$ cat config.mk
export PLATFORM = sky130hd
export DESIGN_NAME = tsbb_div
export DESIGN_NICKNAME = d
export VERILOG_FILES = /design/src/sv/tsbb_pkg.sv /design/src/sv/tsbb_div.sv
export SDC_FILE = /design/constraint.sdc
export NUM_CORES = 1
export LEC_CHECK = 0
export ABC_CLOCK_PERIOD_IN_PS = 3700
export BUFFER_PORTS_ARGS = -buffer_cell sky130_fd_sc_hd__buf_2
export CAP_MARGIN = 20
export CORE_ASPECT_RATIO = 2
export CORE_MARGIN = 3
export CORE_UTILIZATION = 35
export DETAILED_ROUTE_END_ITERATION = 16
export PLACE_DENSITY = 0.53
export SYNTH_ARGS = -nofsm -noshare
export SYNTH_HDL_FRONTEND = slang
export SYNTH_SLANG_ARGS = --single-unit
$ cat constraint.sdc
create_clock -name clk -period 3.7 [get_ports clk]
set_input_delay 0.37 -clock clk [delete_from_list [all_inputs] [get_ports clk]]
set_output_delay 0.37 -clock clk [all_outputs]
set_load 0.03 [all_outputs]
$ cat src/sv/tsbb_pkg.sv
// shared types and constants for the texture sampler
package tsbb_pkg;
	localparam logic [1:0] ACT_WRITE    = 2'd0;
	localparam logic [1:0] ACT_NEAREST  = 2'd1;
	localparam logic [1:0] ACT_BILINEAR = 2'd2;
	localparam logic [1:0] ACT_BOX      = 2'd3;
	localparam int COORD_BITS = 17;
	localparam int OUT_BITS   = 16;
	localparam logic CFG_WIDTH  = 1'b0;
	localparam logic CFG_HEIGHT = 1'b1;
endpackage

$ cat src/sv/tsbb_div.sv
// restoring divider, one quotient bit per cycle
module tsbb_div import tsbb_pkg::*; #(
	parameter int NUM_BITS = 38,
	parameter int DEN_BITS = 21
) (
	input  logic                clk,
	input  logic                arst_n,
	input  logic                start,
	input  logic [NUM_BITS-1:0] num,
	input  logic [DEN_BITS-1:0] den,
	output logic                done,
	output logic [NUM_BITS-1:0] quo
);
	localparam int CW = $clog2(NUM_BITS + 1);
	logic [CW-1:0]       cnt_q;
	logic [NUM_BITS-1:0] quo_q;
	logic [DEN_BITS:0]   rem_q;
	logic [DEN_BITS-1:0] den_q;
	logic [DEN_BITS:0]   shifted;
	logic [DEN_BITS:0]   diff;
	logic                busy_q;
	logic                done_q;

	assign shifted = {rem_q[DEN_BITS-1:0], quo_q[NUM_BITS-1]};
	assign diff = shifted - {1'b0, den_q};

	always_ff @(posedge clk or negedge arst_n) begin
		if (!arst_n) begin
			busy_q <= 1'b0;
			done_q <= 1'b0;
			cnt_q  <= '0;
		end else begin
			done_q <= 1'b0;
			if (start) begin
				busy_q <= 1'b1;
				cnt_q  <= CW'(NUM_BITS);
			end else if (busy_q) begin
				cnt_q <= cnt_q - 1'b1;
				if (cnt_q == CW'(1)) begin
					busy_q <= 1'b0;
					done_q <= 1'b1;
				end
			end
		end
	end

	always_ff @(posedge clk) begin
		if (start) begin
			quo_q <= num;
			rem_q <= '0;
			den_q <= den;
		end else if (busy_q) begin
			if (!diff[DEN_BITS]) begin
				rem_q <= diff;
				quo_q <= {quo_q[NUM_BITS-2:0], 1'b1};
			end else begin
				rem_q <= shifted;
				quo_q <= {quo_q[NUM_BITS-2:0], 1'b0};
			end
		end
	end

	assign done = done_q;
	assign quo  = quo_q;
endmodule

; ---- Word level (Yosys, flattened, before mapping)
; Index checks and enable logic that the tools add are counted.
[op_classes]
eq_ne = 1
addsub = 2
n_mux = 12
n_reduce_logical = 1
[ops]
columns = cell, n
row1 = $mux W38, 2
row2 = $sub A22 B21 Y22, 1
row3 = $mux W21, 1
row4 = $mux W6, 2
row5 = $mux W1, 7
row6 = $eq A6 B1 Y1 const B, 1
row7 = $sub A6 B1 Y6 const B, 1
row8 = $reduce_bool A2 Y1, 1
[totals]
elab_cells = 22
register_bits = 88
out_inout_bits = 39
input_bits = 62

; ---- Logic depth before layout (Yosys ltp)
[logic_depth]
depth_word = 4
mapped_depth = 11
depth_no_buf = 10

; ---- Worst setup path after synthesis
; OpenSTA, ideal clock, no wires.
[synth_timing]
path_kind = register to register
start = reg quo_q[37], in the netlist quo[37]
end = reg rem_q[20]
setup_ns = 0.120
t_arrival_ns = 2.487
slack_ns = 1.094
synth_period_minus_slack_ns = 2.606
path_stages_with_launch = 11
n_path_buf = 0
t_required_ns = 3.580
cell_sequence = edfxtp_1 inv_1 ha_1 fa_1 nor2b_1 o211ai_1 a31oi_1 nand3_1 a21oi_1 nor4bb_1 o31a_1
[synth_via]
elab_chain_len = 2
[synth_lines]
columns = element, line
row1 = "start, declared", tsbb_div.sv:16  ; logic [NUM_BITS-1:0] quo_q;
row2 = "start signal, assigned", tsbb_div.sv:49  ; quo_q <= num;
row3 = "start signal, assigned", tsbb_div.sv:55  ; quo_q <= {quo_q[NUM_BITS-2:0], 1'b1};
row4 = "start signal, assigned", tsbb_div.sv:58  ; quo_q <= {quo_q[NUM_BITS-2:0], 1'b0};
row5 = $sub A22 B21 Y22, tsbb_div.sv:25  ; assign diff = shifted - {1'b0, den_q};
row6 = $mux W21, tsbb_div.sv:53  ; if (!diff[DEN_BITS]) begin
row7 = "end signal, assigned", tsbb_div.sv:54  ; rem_q <= diff;
row8 = "end signal, assigned", tsbb_div.sv:57  ; rem_q <= shifted;
row9 = "end, declared", tsbb_div.sv:17  ; logic [DEN_BITS:0] rem_q;
; No other way between the ends.
; A chain may end at the register's enable or synchronous reset.

; ---- Final worst setup path
[layout_timing]
start = reg rem_q[10]
end = reg rem_q[6]
[layout_via]
elab_chain_len = 2
[layout_lines]
columns = element, line
row1 = $sub A22 B21 Y22, tsbb_div.sv:25
row2 = $mux W21, tsbb_div.sv:53
; No other way between the ends.

==> results.json <==
{
  "status": "completed",
  "arrival_ns": 2.84,
  "grt_max_degree": 52,
  "nets": 633,
  "met3_length_um": 629,
  "postRouteAntennaNets": 0,
  "gp_congestion": 0.8753,
  "ys_types": 55,
  "clock_latency_ns": 0.34,
  "cts-htree-levels": 3,
  "hold_buffers": 1,
  "p_leak_nw": 2.519,
  "endpoint": "rem_q[6]",
  "cp.required_ns": 3.95,
  "r2r-end": "rem_q[6]",
  "chipWidth_um": 89.10,
  "endpoint_kind": "flop",
  "synthMuxAreaShare": 0.1007,
  "rsz0062_at_grt": "no",
  "clkSinkCount": 88,
  "synth-simple-area-share": 0.1175,
  "drt_iter0_markers": 116,
  "p_per_area_nw_per_um2": 437.6,
  "drc": 0,
  "crit_cells": 7,
  "whs_ns": 0.2019,
  "tightest_slew_ns": 0.5740,
  "die_h_um": 172.2,
  "synth.top_cells.by_count": "edfxtp_1 (59), nand2_1 (40), mux2_2 (37)",
  "cpLargestDelayFamily": "simple AND/OR/NAND/NOR gates",
  "max_freq_mhz": 385.9,
  "clock_path_buffers": 2,
  "r2r-start": "rem_q[10]",
  "top_layer": "met4",
  "syn_nets": 535,
  "ys_seq_elements": 88,
  "track_usage": 0.1676,
  "reg2regPathDepth": 7,
  "wl_um": 12210,
  "dieArea_um2": 15340,
  "coreArea_um2": 13510,
  "drive_gt1_frac": 0.3025,
  "max_cap_viol_count": 0,
  "dp_hpwl_um": 9241,
  "synth-xor-area-share": 0.03624,
  "initial_core_util": 0.3577,
  "ir_worst_vdd_v": 0.0002995,
  "async_flop_share": 0.09091,
  "antenna_found_initial": 0,
  "dr.pass1.iters": 6,
  "synth_top_family_by_area": "compound AO/OA/AOI/OAI gates",
  "drt-wirelength-per-cell_um": 17.27,
  "met1Wirelength_um": 4496,
  "port_buffers": 100,
  "slew_viol_final": 0,
  "crit_start": "rem_q[10]",
  "setup_viol": 0,
  "synth_top_area_share": 0.3666,
  "ys_seq_area_frac": 0.4950,
  "synth_compound_area_frac": 0.1452,
  "synth_fa_ha_area_frac": 0.06368,
  "cts_buffers": 9,
  "synth.avg_cell_area_um2": 10.76,
  "syn-instance-count": 449,
  "path_cells": "ha_1 -> and3_1 -> a31oi_1 -> a21o_1 -> nand3_4 -> or3_1 -> a311oi_1",
  "cts_tree": "built",
  "area_growth_pct": 20.63,
  "grt_pass1_wl_um": 19860,
  "worst_hold_startpoint": "den[8]",
  "cp-start-kind": "flop",
  "synth-edff-count": 59,
  "antenna_cells": 0,
  "post_cts_resized": 0,
  "crit_path_max_incr_delay_ns": 0.43,
  "fp-row-count": 60,
  "fin_crit_ns": 2.591,
  "yosysTopAreaCell": "edfxtp_1",
  "worst_path_max_delay_cell": "ha_1",
  "skew_ns": 0.007955,
  "finalCritPeriodShare": 0.7003,
  "synth_most_common_cell": "edfxtp_1",
  "cts_root_buffer": "clkbuf_16",
  "via_per_inst": 5.366,
  "vias": 3794,
  "grt_pass1_vias": 4089,
  "yosys-top-cells-area": "edfxtp_1 (37%), dfxtp_1 (8.7%), mux2_2 (8.6%)",
  "yosys_warnings": 0,
  "cts_setup_buffers": 0,
  "tns_ns": 0,
  "min_path_type": "input port to flop",
  "io-pin-count": 101,
  "hold_viol": 0,
  "cp.buffers_inverters": 0,
  "slew_headroom": 0.6133,
  "wl_met2_um": 6682,
  "crit_type": "flop to flop",
  "grt.overflow.total": 0,
  "ys.flop_type": "edfxtp_1",
  "synth_area_um2": 4833,
  "worst-r2r-setup-slack_ns": 1.11,
  "cp_max_fo": 16,
  "clkSlewWorstSetupHoldPaths_ns": 0.07
}
cell usage in the layout (no fill, tap or decap), types with 3 or more instances in the layout:
master | synthesis | routed
buf_2 | 5 | 99
edfxtp_1 | 59 | 59
nand2_1 | 40 | 40
mux2_2 | 37 | 37
nor2_1 | 34 | 34
inv_1 | 30 | 30
a21oi_1 | 23 | 23
ha_1 | 23 | 23
dfxtp_1 | 21 | 21
xnor2_1 | 17 | 17
nand3_1 | 15 | 15
o21ai_0 | 14 | 14
a311oi_1 | 9 | 9
clkbuf_16 | 0 | 9
dfrtp_1 | 8 | 8
a211oi_1 | 7 | 7
mux2i_1 | 7 | 7
and3_1 | 6 | 6
a31oi_1 | 6 | 6
a21o_1 | 6 | 6
nor3_1 | 6 | 6
buf_4 | 2 | 6
a21oi_2 | 4 | 4
o21ai_1 | 4 | 4
o211ai_1 | 4 | 4
nor2b_1 | 3 | 3
or2_2 | 3 | 3
o31a_1 | 3 | 3
o31ai_1 | 3 | 3
xor2_1 | 3 | 3
o311a_1 | 3 | 3
report_power, final:
group | switching, W | total [W] | internal [W]
combinational | 0.000230 | 0.000382 | 0.000152
clock | 0.000408 | 0.00101 | 0.000598
sequential | 0.0000356 | 0.00116 | 0.00113
total | 0.000673 | 0.00255 | 0.00188
worst min path at each step:
stage                     to  cells after the start  slack, ns
floorplan             busy_q                      0       0.07
global placement    cnt_q[4]                      1       0.22
detailed placement  cnt_q[4]                      1       0.23
CTS                 den_q[4]                      1       0.19
global route        den_q[4]                      1       0.18
finish              den_q[8]                      1       0.20
registers in the layout, indices dropped and copies added, names as in the netlist:
signal / flops
rem_q: 21
cnt_q: 6
quo: 38
done: 1
den_q: 21
busy_q: 1
final cells by class:
cell class | count | area (µm²)
timing repair buffer | 107 | 570.5
clock buffer | 10 | 229.0
tap | 155 | 193.9
sequential | 88 | 2392
inverter | 30 | 112.6
fill | 1331 | 7682
clock inverter | 6 | 92.59
multi-input combinational | 311 | 2240
routing by layer:
layer  track usage  up-vias
met5             0        -
li1              -     1857
met2        0.3081      115
met3       0.04053       23
met4       0.07583        0
met1        0.1734     1799
cell families after synthesis:
| family | count (synthesis) |
|---|---|
| AND/OR/NAND/NOR | 121 |
| AO/OA/AOI/OAI | 102 |
| flip-flops | 88 |
| buffers and inverters | 50 |
| multiplexers | 44 |
| adder cells (fa/ha/maj) | 24 |
| XOR/XNOR | 20 |
stage by stage:
| step | instance area, µm² | setup slack, ns | cells | total power [W] | utilization |
|---|---|---|---|---|---|
| floorplan | 4833 | 1.094 | 449 | 0.001443 | - |
| global placement | 5499 | 1.133 | 690 | 0.001566 | 0.4069 |
| detailed placement | 5499 | 1.102 | 690 | 0.001571 | 0.4069 |
| CTS | 5831 | 1.068 | 707 | 0.002585 | 0.4315 |
| global route | 5831 | 0.8414 | 707 | 0.002659 | 0.4315 |
| finish | 5831 | 1.109 | 707 | 0.002551 | 0.4315 |
No activity file was read; power rests on OpenSTA's default activity.
