--- src/sv/tsbb_pkg.sv ---
// shared types and constants for the texture sampler
package tsbb_pkg;
	localparam logic [1:0] ACT_WRITE    = 2'd0;
	localparam logic [1:0] ACT_NEAREST  = 2'd1;
	localparam logic [1:0] ACT_BILINEAR = 2'd2;
	localparam logic [1:0] ACT_BOX      = 2'd3;
	localparam int COORD_BITS = 17;
	localparam int OUT_BITS   = 16;
	localparam logic CFG_WIDTH  = 1'b0;
	localparam logic CFG_HEIGHT = 1'b1;
endpackage

--- src/sv/tsbb_blend.sv ---
// shared blend unit: (a*(one-f) + b*f) >> frac
module tsbb_blend import tsbb_pkg::*; #(
	parameter int CH_BITS = 16,
	parameter int FRAC    = 8
) (
	input  logic               clk,
	input  logic [CH_BITS-1:0] a,
	input  logic [CH_BITS-1:0] b,
	input  logic [FRAC-1:0]    f,
	output logic [CH_BITS-1:0] y
);
	logic [CH_BITS+FRAC:0] pa_s1;
	logic [CH_BITS+FRAC:0] pb_s1;
	logic [FRAC:0]         one_minus;
	logic [CH_BITS+FRAC+1:0] sum;

	assign one_minus = (FRAC+1)'(1) << FRAC;

	always_ff @(posedge clk) begin
		pa_s1 <= (CH_BITS+FRAC+1)'(a) * (one_minus - (FRAC+1)'(f));
		pb_s1 <= (CH_BITS+FRAC+1)'(b) * (CH_BITS+FRAC+1)'(f);
	end

	assign sum = (CH_BITS+FRAC+2)'(pa_s1) + (CH_BITS+FRAC+2)'(pb_s1);
	assign y   = sum[FRAC +: CH_BITS];
endmodule

--- config.mk ---
export PLATFORM = sky130hd
export DESIGN_NAME = tsbb_blend
export DESIGN_NICKNAME = d
export VERILOG_FILES = /design/src/sv/tsbb_pkg.sv /design/src/sv/tsbb_blend.sv
export SDC_FILE = /design/constraint.sdc
export NUM_CORES = 1
export LEC_CHECK = 0
export BUFFER_PORTS_ARGS = -buffer_cell sky130_fd_sc_hd__buf_2
export CORE_MARGIN = 3
export CORE_UTILIZATION = 45
export CTS_CLUSTER_DIAMETER = 200
export DETAILED_ROUTE_END_ITERATION = 16
export SYNTH_ARGS = -nofsm -noshare
export SYNTH_HDL_FRONTEND = slang
export SYNTH_SLANG_ARGS = --single-unit
--- constraint.sdc ---
create_clock -name clk -period 6.4 [get_ports clk]
set_clock_uncertainty 0.05 [all_clocks]
set_input_delay 0.32 -clock clk [delete_from_list [all_inputs] [get_ports clk]]
set_output_delay 0.32 -clock clk [all_outputs]
set_load 0.005 [all_outputs]
* Word level (Yosys, flattened, before mapping)
Cells that the tools add are included.
Storage, ports and cells: bits in registers 48, bits of input ports 41, output and inout port bits 16, word-level logic and storage cells 6
Operators by class: $add $sub $neg 2, multipliers 2
Operator list (number):
- $add A24 B24 Y24 | 1
- $mul A16 B8 Y24 | 1
- $mul A17 B10 Y24 | 1
- $sub A9 B8 Y10 const A | 1

* Longest topological paths before layout
Gate-level depths: netlist of the first run.
depth after elaboration 2, depth in mapped cells 26, gate-level depth less buffers 24

* Least setup slack after synthesis of the first run
Ideal clock, no wire load.
path type input to register, start point input port f[1], end point register pa_s1[20], setup time 0.072 ns, arrival time 5.783 ns, required time 6.278 ns, path slack 0.495 ns, stages 21, cell sequence clkbuf_1 > inv_1 > ha_1 > nand2_1 > or3_1 > xor2_1 > clkbuf_1 > and2_1 > fa_1 > fa_1 > fa_1 > fa_1 > fa_1 > ha_1 > a21o_1 > a211o_1 > o22ai_2 > o211ai_2 > a211o_1 > a21oi_2 > xnor2_1
On the way: cells in the longest elaborated chain, start to end 2
Ends and longest elaborated chain:
- start: declaration | RTL line tsbb_blend.sv:9 | input logic [FRAC-1:0] f,
- $sub A9 B8 Y10 | RTL line tsbb_blend.sv:20 | pa_s1 <= (CH_BITS+FRAC+1)'(a) * (one_minus - (FRAC+1)'(f));
- $mul A17 B10 Y24 | RTL line tsbb_blend.sv:20
- end signal: assignment | RTL line tsbb_blend.sv:20
- end: declaration | RTL line tsbb_blend.sv:12 | logic [CH_BITS+FRAC:0] pa_s1;
Every way passes these cells.

* Worst setup path in the final report of the first run
start point input port f[1], end point register pa_s1[23]
Same word-level chain as after synthesis.

==> results of run 1 <==
==> Yosys cell counts, types with 20 or more instances <==
cell type	n	area, um^2
dfxtp_1	48	961
inv_1	177	664
ha_1	133	1660
nor2_1	22	82.6
nand2_1	149	559
a21o_1	26	195
fa_1	179	3580
clkbuf_1	23	86.3
xnor2_1	42	368
a21oi_1	49	245
xor2_1	20	175
and2_1	151	945
==> state kept, by name, summed over array words and instances (netlist names) <==
| register | flops |
|---|---|
| pa_s1 | 24 |
| pb_s1 | 24 |
==> through the flow <==
step,power [mW],utilization,setup WS [ns],area (um^2),hold slack (ns)
6_report,5.17,0.498,0.499,11400,0.337
5_1_grt,5.87,0.498,0.159,11400,0.360
2_1_floorplan,3.87,-,0.495,10600,0.397
3_3_place_gp,4.92,0.492,0.283,11200,0.636
4_1_cts,5.24,0.498,0.418,11400,0.339
3_5_place_dp,4.96,0.492,0.173,11200,0.632
==> power groups by stage <==
stage	Clock, mW	Sequential (mW)	Combinational, mW
after floorplan	0	0.524	3.35
after global placement	0	0.548	4.37
after detailed placement	0	0.548	4.41
after CTS	0.250	0.542	4.45
after global routing	0.264	0.552	5.05
final	0.240	0.539	4.40
==> critical path, delay by kind of cell <==
| family | cells | cell delay, ns |
|---|---|---|
| fa+ha+maj | 7 | 2.97 |
| compound gates | 5 | 1.18 |
| buf+inv | 6 | 0.68 |
| simple gates | 3 | 0.52 |
| xor+xnor | 2 | 0.34 |
==> metal layers <==
layer  part of all wire  wire, um
met1               0.47     10700
met5                  0         0
met4             0.0088       202
met2               0.49     11200
met3              0.035       805
==> logic make-up (layout without fill, tap and decap cells) <==
kind of cell / after synthesis / count (layout) / share of synthesized area
compound gates: 143 / 143 / 0.0932
fa+ha+maj: 312 / 312 / 0.497
mux: 2 / 2 / 0.00190
simple gates: 388 / 388 / 0.191
other cells: 0 / 1 / 0
xor+xnor: 62 / 62 / 0.0514
flops: 48 / 48 / 0.0910
buf+inv: 207 / 255 / 0.0738
==> layout make-up <==
cell class	count	area, um^2	share of cell area
inverters	177	664	0.0584
repair buffers	71	405	0.0356
multi-input cells	907	8820	0.775
flip-flops and latches	48	961	0.0844
well taps	313	392	0.0344
clock buffers	6	129	0.0113
diodes	1	2.50	0.000220
clock inverters	1	5.00	0.000440
==> path summary, 6_finish.rpt <==
path,from,end,cells after the start
setup / recovery,f[1],pa_s1[23]$_DFF_P_,23
hold / removal,a[0],pa_s1[0]$_DFF_P_,2
==> repair_timing <==
action	4_1_cts	5_1_grt
resized for setup	0	1
buffers inserted	0	0
hold buffers	0	0
setup endpoints to repair	0	1
==> out/metrics.cfg, run 1 <==
[outcome]
outcome=completed

[pwr]
vdd_drop_max_mv=0.249
combPwrFrac=0.849
p_int_mw=2.60
seqPwrFrac=0.104
swShare=0.497
pwr-share-clk=0.046
p_per_area_mw_per_mm2=455
power.switching_mw=2.57
leakagePower_nw=5.79

[critical_path]
critPathKind=in2reg
crit_path_start_kind=input port
critPathSlowestCell=fa_1
crit_required_ns=6.52
critPathArrivalTime_ns=6.02
cp_max_fo=18
endpoint_kind=flop
cpMostUsedCell=fa_1
critPathMaxStageDelay_ns=0.55
path_cells=buf_2 > inv_1 > ha_1 > nand2_1 > or3_1 > xor2_1 > buf_12 > nand2_1 > fa_1 > inv_1 > fa_1 > fa_1 > fa_1 > inv_1 > fa_1 > inv_1 > ha_1 > a21oi_1 > o21ai_0 > a311oi_1 > o221ai_1 > a21oi_1 > xnor2_1

[final_layout]
final-instance-count-excl-fill=1524
n_fill_cell=2232
syn_to_final_growth_pct=7.82
drive_gt1_frac=0.0777
mostFrequentLayoutCells=fa_1 (179), inv_1 (177), and2_1 (151), nand2_1 (149), ha_1 (133)
final_common_cell=fa_1
fin_nets=1563

[routing]
wire_per_inst_um=15.0
dr.pass1.iters=5
drt-initial-drc-count=317
route.detailed.drc=0
wl_mm=22.9
drtAntennaViolNets=0
vias=7825
via_per_inst=5.13

[logic_synthesis]
synth_fp_nets=1515
synth_ff_type=dfxtp_1
synthArstFlopShare=0
ys_types=61
synth-edff-count=0
ys_seq_elements=48
synth.avg_cell_area_um2=9.08
synth_area_mm2=0.0106
netlist_instances=1162
yosysSeqAreaShare=0.0910
yosysWarnings=0

[run]
max-cap-violations=0

[clocking]
htree_levels=2
clock_sinks=48
cts.clk_slew.worst_paths_ns=0.06
cts.root.buffer_cell=clkbuf_16
tritoncts=done
clk_path_buf_depth=2
cts_buffers=5

[floorplan]
die_w_um=159
row_count=55
dieArea_mm2=0.0253
fp.dieH_um=159
core_region_area_mm2=0.0228
io_pins=57
start_util=0.462

[timing]
final.min_clock_period_ns=5.90
setup_viol=0
finalCritPeriodShare=0.922
slew_headroom=0.387
max_freq_mhz=169
finalMaxSlewViolations=0
tightest_slew_ns=0.913
grt_setup_unrepaired=false
finalHoldViolCount=0
setup_tns_ns=0

[grt]
grt_pass1_vias=8191
track_usage=0.189
use_met1=0.260
antenna_found_initial=1
grt_max_degree=20
use_met3=0.0291
grt_pass1_wl_mm=40.0
top_usage_layer=met2
grt_overflow_total=0
met2_usage=0.327

[placement]
port-buffer-count=56
dpl.cell_count=1516
routabilityCongestion=0.858
dp_hpwl_mm=19.2

[min_path]
hold_class=in2reg

No activity file was read; power rests on OpenSTA's default activity.
==> run 2, diff against run 1 <==
--- a/config.mk
+++ b/config.mk
@@ -5,6 +5,7 @@
 export SDC_FILE = /design/constraint.sdc
 export NUM_CORES = 1
 export LEC_CHECK = 0
+export ABC_AREA = 1
 export BUFFER_PORTS_ARGS = -buffer_cell sky130_fd_sc_hd__buf_2
 export CORE_MARGIN = 3
 export CORE_UTILIZATION = 45
==> run 2 against run 1 <==
Effect of this change:
- global-route usage up 2.9 points
- critical path type unchanged
- largest cell class unchanged
- critical endpoint unchanged
- clock-buffer cell count is the same
- worst setup slack better by 0.44 ns
- largest power group unchanged
- cell count increased by 37%
- non-clock buffer count fell by 11
- via count grew 30%
- die area increased by 13%
- critical path depth rose by 3
==> out/metrics.cfg, run 2 <==
[timing]
finalHoldViolCount=0  ; unchanged
finalMaxSlewViolations=0  ; unchanged
grt_setup_unrepaired=false
hold_ws_ns=0.287  ; -0.0502 ns
max_freq_mhz=183  ; +8.0%
slew_headroom=0.542  ; +0.155
final.min_clock_period_ns=5.46  ; -0.437 ns
finalCritPeriodShare=0.854  ; -0.0683
tightest_slew_ns=0.685  ; -0.228 ns
setup_tns_ns=0  ; unchanged
setup_viol=0  ; unchanged

[logic_synthesis]
yosysWarnings=0  ; unchanged
synth_ff_type=dfxtp_1
synth_top_area_share=0.298  ; -0.0417
yosys-top-cells-area=fa_1 (30%), nand2_1 (17%), ha_1 (14%)
synth_top_family_by_area=adder cells
yosysMostFrequentCell=nand2_1
synth-compound-area-share=0.0365  ; -0.0567
synth_fp_nets=2084  ; +38%
ys_seq_elements=48  ; unchanged
synth_area_mm2=0.0120  ; +14%
netlist_instances=1731  ; +49%
yosysTopAreaCell=fa_1
yosysSeqAreaShare=0.0799  ; -0.0112
synthArstFlopShare=0  ; unchanged
synth.avg_cell_area_um2=6.95  ; -23%
yosys.area_share.simple=0.273  ; +0.0813
ys_types=35  ; -43%
netlist_top_cells_count=nand2_1 (533), inv_1 (408), fa_1 (179)
synth_xor_xnor_area_share=0.0285  ; -0.0230
synth-edff-count=0  ; unchanged
yosys.area_share.adder=0.436  ; -0.0610
muxShareOfSynthArea=0  ; -0.00190

[routing]
wl_mm=30.4  ; +33%
vias=10200  ; +30%
via_per_inst=4.88  ; -5.1%
route.detailed.drc=0  ; unchanged
drtAntennaViolNets=0  ; unchanged
dr.pass1.iters=5  ; unchanged
wire_per_inst_um=14.5  ; -3.1%
drt-initial-drc-count=713  ; +120%

[placement]
port-buffer-count=56  ; unchanged
dp_hpwl_mm=26.8  ; +40%
dpl.cell_count=2083  ; +37%
routabilityCongestion=0.891  ; +3.8%

[pwr]
leakagePower_nw=7.60  ; +31%
p_per_area_mw_per_mm2=479  ; +5.3%
vdd_drop_max_mv=0.210  ; -16%
p_total_mw=6.08  ; +18%

[floorplan]
io_pins=57  ; unchanged
fp.dieH_um=170  ; +6.5%
start_util=0.460  ; -0.00159
dieArea_mm2=0.0287  ; +13%
row_count=59  ; +7.3%
core_region_area_mm2=0.0261  ; +14%
die_w_um=170  ; +6.5%

[critical_path]
endpoint_kind=flop
critPathSlowestCell=fa_1
critPathArrivalTime_ns=5.60  ; -0.42 ns
crit_path_start_kind=input port
crit_required_ns=6.53  ; about the same
critPathMaxStageDelay_ns=0.53  ; -0.02 ns
critPathKind=in2reg
cp_max_fo=18  ; unchanged

[min_path]
min_delay_path_depth=3  ; +1
hold_class=in2reg
holdPathEnd=pa_s1[0]$_DFF_P_
min_from=a[0]

[grt]
track_usage=0.219  ; +0.0294
grt_pass1_wl_mm=50.9  ; +27%
grt_overflow_total=0  ; unchanged
antenna_found_initial=0  ; -1
grt_max_degree=34  ; +70%
grt_pass1_vias=9894  ; +21%

[clocking]
post_cts_resized=0  ; unchanged
cts_hold_buf=0  ; unchanged
cts_buffers=5  ; unchanged
post_cts_buffers=0  ; unchanged
cts.clk_slew.worst_paths_ns=0.06  ; about the same
cts.root.buffer_cell=clkbuf_16
clk_path_buf_depth=2  ; unchanged
clock_sinks=48  ; unchanged
tritoncts=done
htree_levels=2  ; unchanged

[final_layout]
final_common_cell=nand2_1
drive_gt1_frac=0.0558  ; -0.0219
largest_registers=pa_s1 x24, pb_s1 x24
mostFrequentLayoutCells=nand2_1 (533), inv_1 (408), fa_1 (179), nor2_1 (135), ha_1 (133)
syn_to_final_growth_pct=5.59
final-instance-count-excl-fill=2091  ; +37%
fin_nets=2108  ; +35%
final_core_util=0.486  ; -0.0120
n_antenna_cell=0  ; -1

[run]
max-cap-violations=0  ; unchanged

[outcome]
outcome=completed

-- run 2: power by group --
part	switching, mW	total [mW]	leakage [nW]	internal (mW)
clock	0.101	0.285	0.0808	0.184
sequential	0.0950	0.583	0.404	0.488
combinational	3.29	5.22	7.11	1.92
-- run 2: stage by stage --
stage          setup WS, ns  cell area (um^2)
6_report              0.936             12700
4_1_cts               0.967             12700
3_5_place_dp          0.658             12500
5_1_grt               0.486             12700
3_3_place_gp          0.707             12500
2_1_floorplan          1.10             12000
-- run 2: cell families after synthesis --
| kind of cell | Yosys count |
|---|---|
| and+or+nand+nor | 797 |
| adders and majority gates | 312 |
| AOI/OAI and AO/OA | 84 |
| xor gates and xnor gates | 37 |
| buffers and inverters | 453 |
| DFF | 48 |
-- run 2: area by class of cell --
type                       instances  area [um^2]
clock inverter                     2         35.0
timing repair buffer              60          310
clock buffer                       6          129
sequential                        48          961
tap                              335          419
fill                            2695        13400
multi-input combinational       1230         9310
inverter                         410         1540
-- run 2: how the worst max path moves through the flow --
stage          depth (start not counted)  start  slack [ns]                 to
2_1_floorplan                         24   f[0]        1.10  pa_s1[23]$_DFF_P_
3_3_place_gp                          26   f[1]        0.71  pa_s1[23]$_DFF_P_
3_5_place_dp                          26   f[1]        0.66  pa_s1[23]$_DFF_P_
4_1_cts                               26   f[1]        0.97  pa_s1[23]$_DFF_P_
5_1_grt                               26   f[1]        0.49  pa_s1[23]$_DFF_P_
6_report                              26   f[1]        0.94  pa_s1[23]$_DFF_P_
-- run 2: routing by layer --
metal,wire (um),GRT usage
met3,1480,0.0156
met5,0,0
met2,12300,0.318
met4,864,0.0605
met1,15700,0.349
-- run 2: worst max-delay path: cells and delay by family --
kind / cells / cell delay [ns]
buffers and inverters: 8 / 1.02
adder cells (fa/ha/maj): 7 / 3.05
AND/OR/NAND/NOR: 11 / 1.20
